`src/rtl/lcs_pkg.sv`:
```
package lcs_pkg;

    localparam int MAX_LEN_DEFAULT = 32;
    localparam int SYMBOL_W        = 8;
    localparam int LENGTH_W        = 6;

    typedef enum logic [1:0] {
        CMD_APPEND_S = 2'd0,
        CMD_APPEND_T = 2'd1,
        CMD_START    = 2'd2
    } command_t;

    typedef struct packed {
        logic [1:0]          command;
        logic [SYMBOL_W-1:0] symbol;
    } in_item_t;

    typedef struct packed {
        logic [SYMBOL_W-1:0] out_symbol;
        logic                symbol_valid;
        logic [LENGTH_W-1:0] seq_length;
        logic                last;
        logic                overflow;
    } out_item_t;

    typedef enum logic [3:0] {
        ST_IDLE,
        ST_FILL_RD,
        ST_FILL_WR,
        ST_TB_INIT,
        ST_TB_CHK,
        ST_TB_RD,
        ST_TB_STEP,
        ST_EMIT_RD,
        ST_EMIT_OUT,
        ST_EMPTY_OUT
    } state_t;

    typedef struct packed {
        logic load_s;
        logic load_t;
        logic fill_init;
        logic fill_wr;
        logic tb_init;
        logic tb_step;
        logic emit_init;
        logic emit_out;
        logic emit_empty;
        logic clear;
    } ctrl_cmd_t;

    typedef struct packed {
        logic fill_last;
        logic tb_done;
        logic n_zero;
        logic emit_last;
    } dp_status_t;

endpackage

```
`src/rtl/lcs_ctrl.sv`:
```
module lcs_ctrl
    import lcs_pkg::*;
(
    input  logic       clk,
    input  logic       rst_n,
    input  logic       start,
    input  logic [1:0] command,
    input  dp_status_t status,
    output ctrl_cmd_t  cmd,
    output logic       busy
);

    state_t state_reg;
    state_t state_next;

    always_ff @(posedge clk or negedge rst_n)
    begin
        if (!rst_n)
        begin
            state_reg <= ST_IDLE;
        end
        else
        begin
            state_reg <= state_next;
        end
    end

    always_comb
    begin
        state_next = state_reg;
        unique case (state_reg)
            ST_IDLE:
            begin
                if (start && (command == CMD_START))
                begin
                    state_next = ST_FILL_RD;
                end
            end
            ST_FILL_RD:   state_next = ST_FILL_WR;
            ST_FILL_WR:   state_next = status.fill_last ? ST_TB_INIT : ST_FILL_RD;
            ST_TB_INIT:   state_next = ST_TB_CHK;
            ST_TB_CHK:
            begin
                if (!status.tb_done)
                begin
                    state_next = ST_TB_RD;
                end
                else if (status.n_zero)
                begin
                    state_next = ST_EMPTY_OUT;
                end
                else
                begin
                    state_next = ST_EMIT_RD;
                end
            end
            ST_TB_RD:     state_next = ST_TB_STEP;
            ST_TB_STEP:   state_next = ST_TB_CHK;
            ST_EMIT_RD:   state_next = ST_EMIT_OUT;
            ST_EMIT_OUT:  state_next = status.emit_last ? ST_IDLE : ST_EMIT_RD;
            ST_EMPTY_OUT: state_next = ST_IDLE;
            default:      state_next = ST_IDLE;
        endcase
    end

    always_comb
    begin
        cmd  = '0;
        busy = (state_reg != ST_IDLE);
        unique case (state_reg)
            ST_IDLE:
            begin
                if (start)
                begin
                    cmd.load_s    = (command == CMD_APPEND_S);
                    cmd.load_t    = (command == CMD_APPEND_T);
                    cmd.fill_init = (command == CMD_START);
                end
            end
            ST_FILL_WR:   cmd.fill_wr = 1'b1;
            ST_TB_INIT:   cmd.tb_init = 1'b1;
            ST_TB_CHK:    cmd.emit_init = status.tb_done;
            ST_TB_STEP:   cmd.tb_step = 1'b1;
            ST_EMIT_OUT:
            begin
                cmd.emit_out = 1'b1;
                cmd.clear    = status.emit_last;
            end
            ST_EMPTY_OUT:
            begin
                cmd.emit_empty = 1'b1;
                cmd.clear      = 1'b1;
            end
            default:
            begin
                cmd = '0;
            end
        endcase
    end

endmodule

```
`config.mk`:
```
export PLATFORM = sky130hd
export DESIGN_NAME = lcs_ctrl
export DESIGN_NICKNAME = d
export VERILOG_FILES = /design/src/rtl/lcs_pkg.sv /design/src/rtl/lcs_ctrl.sv
export SDC_FILE = /design/constraint.sdc
export NUM_CORES = 1
export LEC_CHECK = 0
export ABC_AREA = 1
export BUFFER_PORTS_ARGS = -buffer_cell sky130_fd_sc_hd__buf_4
export CORE_AREA = 2 2 39 41
export DETAILED_ROUTE_END_ITERATION = 16
export DIE_AREA = 0 0 41 43
export GPL_ROUTABILITY_DRIVEN = 0
export PLACE_DENSITY_LB_ADDON = 0.3
export SLEW_MARGIN = 0
export SYNTH_ARGS = -nofsm -noshare
export SYNTH_HDL_FRONTEND = slang
export SYNTH_SLANG_ARGS = --single-unit
```
`constraint.sdc`:
```
create_clock -name clk -period 2.1 [get_ports clk]
set_clock_uncertainty 0.15 [all_clocks]
set_input_delay 0.21 -clock clk [delete_from_list [all_inputs] [get_ports clk]]
set_output_delay 0.21 -clock clk [all_outputs]
set_load 0.02 [all_outputs]
```
==> results.json, run 1 <==
{
  "yosys_warnings": 0,
  "synth-main-ff-cell": "dfrtp_1",
  "drive_above_1_share": 0.400,
  "largest_reg_flops": 4,
  "crit_start": "state_reg[0]",
  "async_flop_share": 1.00,
  "synth_edf_count": 0,
  "hold_violations": 0,
  "initial_core_util": 0.269,
  "cts_made_buffers": 3,
  "num_rows": 14,
  "critPathMaxFanout": 7,
  "crit_chain": "nor2_4, nand2_2, nor3b_2, buf_4",
  "r2r_start": "state_reg[0]",
  "antenna_found_initial": 0,
  "dieArea_um2": 1760,
  "place_inst": 97,
  "synth_area_leaders": "dfrtp_1, nand2_1, inv_1",
  "netlist.area_leader.share": 0.269,
  "hp-class": "input pin to flop",
  "port_buffers": 19,
  "ctsResizeCount": 0,
  "finalCriticalPeriod_ps": 1730,
  "fin_crit_sh": 0.823,
  "hold_buffers": 1,
  "synth.distinct_cells": 15,
  "fin_area_um2": 567,
  "fin_nets": 96,
  "worstSetupEndpointType": "output pin",
  "fillerInstances": 147,
  "path_delay_family": "simple AND/OR/NAND/NOR gates",
  "wl_per_cell_um": 8.66,
  "slew_headroom": 0.794,
  "io_pins": 20,
  "cts_tree": "done",
  "fp.dieW_um": 41,
  "synth.most_common_cell": "nand2_1",
  "setup_viol": 0,
  "htree_levels": 1,
  "setup_tns_ps": 0,
  "drt_first_pass_iters": 4,
  "viasPerCell": 4.21,
  "track_usage": 0.115,
  "hold_start": "status[0]",
  "critPathMaxStageDelay_ps": 480,
  "dieHeight_um": 43,
  "root_buffer": "clkbuf_4",
  "wl_um": 875,
  "ir_drop_mv": 0.469,
  "yosys-top-cells-count": "nand2_1, inv_1, nor2_1",
  "clk_latency_ps": 230,
  "cp.required_ps": 1740,
  "yosysSeqAreaShare": 0.269,
  "gr-total-overflow": 0,
  "dpl_cell_area_um2": 534,
  "cp.arrival_ps": 1370,
  "maxCapViolations": 0,
  "p_total_mw": 0.659,
  "coreArea_um2": 1380,
  "synthesis.area_um2": 372,
  "first_global_vias": 356,
  "power.density_nw_per_um2": 1160,
  "syn_area_per_cell_um2": 5.99,
  "antenna_cells": 0,
  "p_leak_nw": 0.342,
  "criticalPathCategory": "flop to output pin",
  "layoutNonFillerInstCount": 101,
  "clk_pin_slew_ps": 40,
  "maxSlewViolCount": 0,
  "rsz0062_at_grt": "no",
  "fmax_ghz": 0.579,
  "clock-sinks": 4,
  "dr.first_iter.drc_count": 11,
  "drcViolationCount": 0,
  "dr_total_vias": 425,
  "detailed_place_hpwl_um": 708,
  "ys_ff_latch": 4,
  "clk_path_buf_depth": 2,
  "tightest_slew_ps": 310,
  "grt_pass1_wl_um": 1390,
  "cp_num_buf_inv": 1,
  "synth_nets": 71,
  "worst_path_max_delay_cell": "dfrtp_1",
  "post-cts-setup-buffers": 0,
  "status": "finished, final reports clean",
  "start_kind": "flop",
  "yosys.area.top_type": "dfrtp_1",
  "grt_max_degree": 8,
  "drtAntennaViolNets": 0,
  "synthCells": 62,
  "syn2layout_area_growth_pct": 52.5
}
final cells by class:
type	count	area (um^2)	share of cell area
Clock buffer	3	22.5	0.0397
Inverter	13	48.8	0.0861
Multi-Input combinational cell	45	223	0.393
Sequential cell	4	100	0.177
Tap cell	16	20.0	0.0353
Timing Repair Buffer	20	153	0.269
layer usage:
layer	GRT usage	vias to the layer above	wire length (um)
li1	-	234	-
met1	0.180	184	455
met2	0.138	7	386
met3	0.0157	0	33
met4	0.0800	0	0
met5	0	-	0
worst paths after layout:
| kind | slack [ps] | to | cells after the start |
|---|---|---|---|
| max | 370 | cmd[8] | 4 |
| min | 120 | state_reg[0] | 4 |
| max reg2reg | 880 | state_reg[0] | 4 |
| min reg2reg | 540 | state_reg[3] | 3 |
| max in group asynchronous | 1540 | state_reg[3] | 2 |
| min in group asynchronous | 160 | state_reg[0] | 2 |
through the flow:
stage,worst slack [ps],utilization,hold WS (ps)
2_1_floorplan,474,-,-236
3_3_place_gp,637,0.386,-142
3_5_place_dp,622,0.386,-144
4_1_cts,373,0.410,126
5_1_grt,251,0.410,125
6_report,372,0.410,123
worst reg2reg max path, stage by stage, from the launching register on:
cell and delay [ps]:
dfrtp_1 480, nor2_4 220, nand2_2 110, nor2_1 100, nor2_1 50
where the power goes:
group	internal, mW	switching, mW
registers	0.109	0.0589
clock network	0.0637	0.0276
logic	0.151	0.249
total	0.323	0.335
cells in the final DEF (no fill, tap or decap):
cell type / Yosys / routed
o21ai_1: 1 / 1
nand3_1: 4 / 4
a21oi_1: 1 / 1
nor2_1: 10 / 10
nor2_4: 2 / 2
dlygate4sd3_1: 0 / 1
inv_2: 3 / 3
dfrtp_1: 4 / 4
buf_4: 0 / 19
nand2_1: 16 / 16
nand2_2: 3 / 3
nor4_1: 1 / 1
nor3b_2: 1 / 1
inv_1: 10 / 10
nor3_1: 2 / 2
nand4_1: 1 / 1
clkbuf_4: 0 / 3
nor2_2: 3 / 3
cell families (layout without fill, tap and decap cells):
| family | after synthesis | in the layout | share of synthesized area |
|---|---|---|---|
| flip-flops | 4 | 4 | 0.269 |
| buffers and inverters | 13 | 36 | 0.131 |
| AND/OR/NAND/NOR | 43 | 43 | 0.572 |
| AO/OA/AOI/OAI | 2 | 2 | 0.0269 |
Note: power is estimated with default switching activity, not from simulation.
==> run 2, diff against run 1 <==
==> constraint.sdc (replaced) <==
create_clock -name clk -period 1.8 [get_ports clk]
set_clock_uncertainty 0.15 [all_clocks]
set_input_delay 0.18 -clock clk [delete_from_list [all_inputs] [get_ports clk]]
set_output_delay 0.18 -clock clk [all_outputs]
set_load 0.02 [all_outputs]
==> run 2 against run 1 <==
Effect of this change: clock power rose by 18%; final cell count did not move; total power is 16% higher; die area did not move; critical path depth unchanged; via count up 1.4%; clock-buffer cell count unchanged; wire length is 1.6% lower; worst hold slack got worse by 26 ps; critical endpoint unchanged; largest cell class unchanged.
==> results.json, run 2 (same netlist as run 1, synthesis figures left out) <==
{
  "drtAntennaViolNets": 0,
  "criticalPathCategory": "flop to output pin",
  "slew_headroom": 0.791,
  "largest_reg_flops": 4,
  "r2r_start": "state_reg[1]",
  "start_kind": "flop",
  "dr_total_vias": 431,
  "whs_path_depth": 4,
  "syn2layout_area_growth_pct": 52.5,
  "power_frac_seq": 0.255,
  "post-cts-setup-buffers": 0,
  "htree_levels": 1,
  "p_total_mw": 0.766,
  "worstSetupEndpointType": "output pin",
  "setup_viol": 0,
  "detailed_place_hpwl_um": 706,
  "gr-total-overflow": 0,
  "layout_commonest_cell": "buf_4",
  "io_pins": 20,
  "p_leak_nw": 0.342,
  "rsz0062_at_grt": "no",
  "power.switching_mw": 0.389,
  "regArea_um2": 100,
  "crit_chain": "nor2_4, nand2_2, nor3b_2, buf_4",
  "antenna_cells": 0,
  "viasPerCell": 4.27,
  "cp.required_ps": 1470,
  "port_buffers": 19,
  "cts_made_buffers": 3,
  "finalCriticalPeriod_ps": 1680,
  "fin_nets": 96,
  "dieHeight_um": 43,
  "switching_share": 0.508,
  "place_inst": 97,
  "critPathMaxFanout": 7,
  "cp.arrival_ps": 1350,
  "grt_max_degree": 8,
  "ctsResizeCount": 0,
  "r2r_setup_slack_ps": 590,
  "clk_path_buf_depth": 2,
  "clock-sinks": 4,
  "coreArea_um2": 1380,
  "hold_start": "status[0]",
  "intPower_mw": 0.377,
  "layoutNonFillerInstCount": 101,
  "clockPowerShare": 0.141,
  "fillerInstances": 153,
  "wl_per_cell_um": 8.52,
  "fin_area_um2": 567,
  "hold_end": "state_reg[0]",
  "pwr-share-comb": 0.604,
  "fp.dieW_um": 41,
  "tightest_slew_ps": 314,
  "path_delay_family": "flip-flops",
  "initial_core_util": 0.269,
  "power.density_nw_per_um2": 1350,
  "maxSlewViolCount": 0,
  "root_buffer": "clkbuf_4",
  "cts_tree": "done",
  "timing.rr.end": "state_reg[2]",
  "multi_input_area_um2": 223,
  "hp-class": "input pin to flop",
  "critPathMaxStageDelay_ps": 480,
  "maxCapViolations": 0,
  "first_global_vias": 362,
  "fmax_ghz": 0.596,
  "dieArea_um2": 1760,
  "drive_above_1_share": 0.400,
  "drt_first_pass_iters": 3,
  "clk_latency_ps": 230,
  "clk_pin_slew_ps": 40,
  "fin_crit_sh": 0.932,
  "num_rows": 14,
  "track_usage": 0.114,
  "drcViolationCount": 0,
  "dr.first_iter.drc_count": 4,
  "mostFrequentLayoutCells": "buf_4, nand2_1, inv_1, nor2_1",
  "cp_num_buf_inv": 1,
  "setup_tns_ps": 0,
  "dpl_cell_area_um2": 534,
  "ir_drop_mv": 0.546,
  "reg2reg_depth": 6,
  "status": "finished, final reports clean",
  "grt_pass1_wl_um": 1380,
  "antenna_found_initial": 0,
  "wl_um": 861,
  "worst_path_max_delay_cell": "dfrtp_1",
  "hold_violations": 0
}
## run 2: cell counts in the layout (fill, tap and decap cells not counted)
Identical to the previous run, type by type.
## run 2: worst register-to-register path, delay by kind of cell (launching register included)
kind,cells,cell delay (ps)
flip-flops,1,430
AND/OR/NAND/NOR,5,360
buffers and inverters,1,160
## run 2: cell type report
| cell class | count | share of cell area |
|---|---|---|
| Multi-Input combinational cell | 45 | 0.393 |
| Timing Repair Buffer | 20 | 0.269 |
| Sequential cell | 4 | 0.177 |
| Inverter | 13 | 0.0861 |
| Clock buffer | 3 | 0.0397 |
| Tap cell | 16 | 0.0353 |
## run 2: metal layers
metal	global-route usage	vias up	routed length [um]
li1	-	236	-
met5	0	-	0
met3	0.0157	0	41
met1	0.167	188	413
met4	0.0800	0	0
met2	0.147	7	407
## run 2: per-stage QoR
stage	setup slack (ps)	utilization	hold WS (ps)
final	122	0.410	96.9
after global routing	5.83	0.410	105
after CTS	96.8	0.410	96.2
after detailed placement	349	0.386	-174
after global placement	367	0.386	-172
after floorplan	204	-	-266
## run 2: power groups by stage
stage                     clock [mW]  sequential, mW  combinational (mW)
after floorplan                    0           0.181               0.325
after global placement             0           0.192               0.468
after detailed placement           0           0.193               0.468
after CTS                      0.115           0.191               0.471
after global routing           0.119           0.196               0.516
final                          0.108           0.195               0.463
## run 2: repair_timing
| item | in CTS | in global routing |
|---|---|---|
| hold buffers | 1 | 0 |
| setup endpoints to repair | 0 | 1 |
| endpoints found under the hold margin | 4 | 0 |
## run 2: how the worst max path moves through the flow
stage | start | endpoint | slack, ps | depth (start not counted)
CTS | state_reg[0] | cmd[8] | 100 | 4
detailed placement | state_reg[0] | cmd[8] | 350 | 4
finish | state_reg[0] | cmd[8] | 120 | 4
global route | state_reg[0] | cmd[9] | 6 | 4
global placement | state_reg[0] | cmd[9] | 370 | 4
floorplan | state_reg[0] | cmd[7] | 200 | 3
==> run 3, diff against run 2 <==
--- a/config.mk
+++ b/config.mk
@@ -12,6 +12,7 @@
 export DIE_AREA = 0 0 41 43
 export GPL_ROUTABILITY_DRIVEN = 0
 export PLACE_DENSITY_LB_ADDON = 0.3
+export RECOVER_POWER = 50
 export SLEW_MARGIN = 0
 export SYNTH_ARGS = -nofsm -noshare
 export SYNTH_HDL_FRONTEND = slang
==> run 3 against run 2 <==
Effect of this change: clock power about the same; sequential share of layout area grew 0.32 points; cell area shrank 1.8%; global-route usage stayed put; register-to-register slack is essentially flat; die area stayed put; first-iteration DRC count grew to 2.8 times the previous value; wire length rose by 0.23%; non-clock buffer count is the same; setup slack gained 26 ps; critical path depth unchanged; utilization shrank 0.72 points; highest routed layer unchanged.
==> results.json, run 3 (same netlist as run 1, synthesis figures left out) <==
{
  "antenna_cells": 0,
  "hold_violations": 0,
  "clk_latency_ps": 230,
  "slew_headroom": 0.808,
  "cp.required_ps": 1470,
  "power.density_nw_per_um2": 1350,
  "root_buffer": "clkbuf_4",
  "mostFrequentLayoutCells": "nand2_1, buf_4, inv_1",
  "setup_viol": 0,
  "fmax_ghz": 0.605,
  "fp.dieW_um": 41,
  "dieHeight_um": 43,
  "critPathMaxStageDelay_ps": 440,
  "layoutNonFillerInstCount": 101,
  "dr.first_iter.drc_count": 11,
  "hp-class": "input pin to flop",
  "dr_total_vias": 434,
  "first_global_vias": 362,
  "maxSlewViolCount": 0,
  "grt_pass1_wl_um": 1380,
  "status": "finished, final reports clean",
  "p_total_mw": 0.752,
  "drcViolationCount": 0,
  "wl_um": 863,
  "cts_tree": "done",
  "cp_num_buf_inv": 1,
  "r2r_start": "state_reg[1]",
  "maxCapViolations": 0,
  "grt_max_degree": 8,
  "worst_path_max_delay_cell": "dfrtp_1",
  "ir_drop_mv": 0.544,
  "preCtsSetupSlack_ps": 349,
  "post-cts-setup-buffers": 0,
  "finalWorstSetupSlack_ps": 148,
  "initial_core_util": 0.269,
  "criticalPathCategory": "flop to output pin",
  "fin_nets": 96,
  "finalCriticalPeriod_ps": 1650,
  "syn2layout_area_growth_pct": 49.8,
  "clk_pin_slew_ps": 40,
  "crit_chain": "nor2_2, nand2_2, nor3b_2, buf_4",
  "largest_reg_flops": 4,
  "io_pins": 20,
  "detailed_place_hpwl_um": 706,
  "clock-sinks": 4,
  "p_leak_nw": 0.335,
  "track_usage": 0.114,
  "place_inst": 97,
  "hold_start": "status[0]",
  "worstSetupEndpointType": "output pin",
  "gr-total-overflow": 0,
  "setup_tns_ps": 0,
  "fin_crit_sh": 0.918,
  "clk_path_buf_depth": 2,
  "htree_levels": 1,
  "cts_made_buffers": 3,
  "cp.arrival_ps": 1320,
  "viasPerCell": 4.30,
  "coreArea_um2": 1380,
  "critPathMaxFanout": 5,
  "wl_per_cell_um": 8.54,
  "tightest_slew_ps": 287,
  "crit_start": "state_reg[3]",
  "drtAntennaViolNets": 0,
  "start_kind": "flop",
  "path_delay_family": "simple AND/OR/NAND/NOR gates",
  "antenna_found_initial": 0,
  "timing.hold.ws_ps": 97.2,
  "dieArea_um2": 1760,
  "drt_first_pass_iters": 4,
  "rsz0062_at_grt": "no",
  "port_buffers": 19,
  "drive_above_1_share": 0.353,
  "num_rows": 14
}
-- run 3: cell types whose count changed in the layout (fill, tap and decap cells not counted), sizes merged --
cell,change
buf,-2
clkbuf,+2
-- run 3: path summary, 6_finish.rpt --
kind                       slack, ps            to  cells past startpoint
hold / removal                   100  state_reg[0]                      4
min in group asynchronous        150  state_reg[1]                      2
setup reg to reg                 590  state_reg[2]                      6
max in group asynchronous       1170  state_reg[3]                      2
hold reg to reg                  520  state_reg[3]                      3
setup / recovery                 150        cmd[8]                      4
-- run 3: final cells by class --
| cell class | count | area, um^2 |
|---|---|---|
| clock buffer | 3 | 22.5 |
| fill | 158 | 827 |
| inverter | 13 | 48.8 |
| multi-input combinational | 45 | 220 |
| sequential | 4 | 100 |
| tap | 16 | 20.0 |
| timing repair buffer | 20 | 145 |
-- run 3: power breakdown --
part           internal, mW  switching (mW)
registers             0.127          0.0660
logic                 0.169           0.283
clock network        0.0743          0.0332
-- run 3: layer usage --
layer	global-route usage	wire length [um]	vias up
met5	0	0	-
met4	0.0800	0	0
met3	0.0157	42	0
met2	0.147	408	7
met1	0.167	411	192
li1	-	-	235
-- run 3: what timing repair did --
item | in CTS | in global routing
hold endpoints to repair | 4 | 0
hold buffers | 1 | 0
gates resized for setup | 0 | 0
setup endpoints to repair | 0 | 1
-- run 3: worst register-to-register path, stage by stage (launching register included) --
cell	delay, ps
dfrtp_1	430
inv_1	170
nor2_1	60
nand2_1	80
nand2_1	50
nor2_1	110
nand2_1	60
-- run 3: per-stage QoR --
step           utilization  area [um^2]
2_1_floorplan            -          372
3_3_place_gp         0.386          534
3_5_place_dp         0.386          534
4_1_cts              0.410          567
5_1_grt              0.402          557
6_report             0.402          557
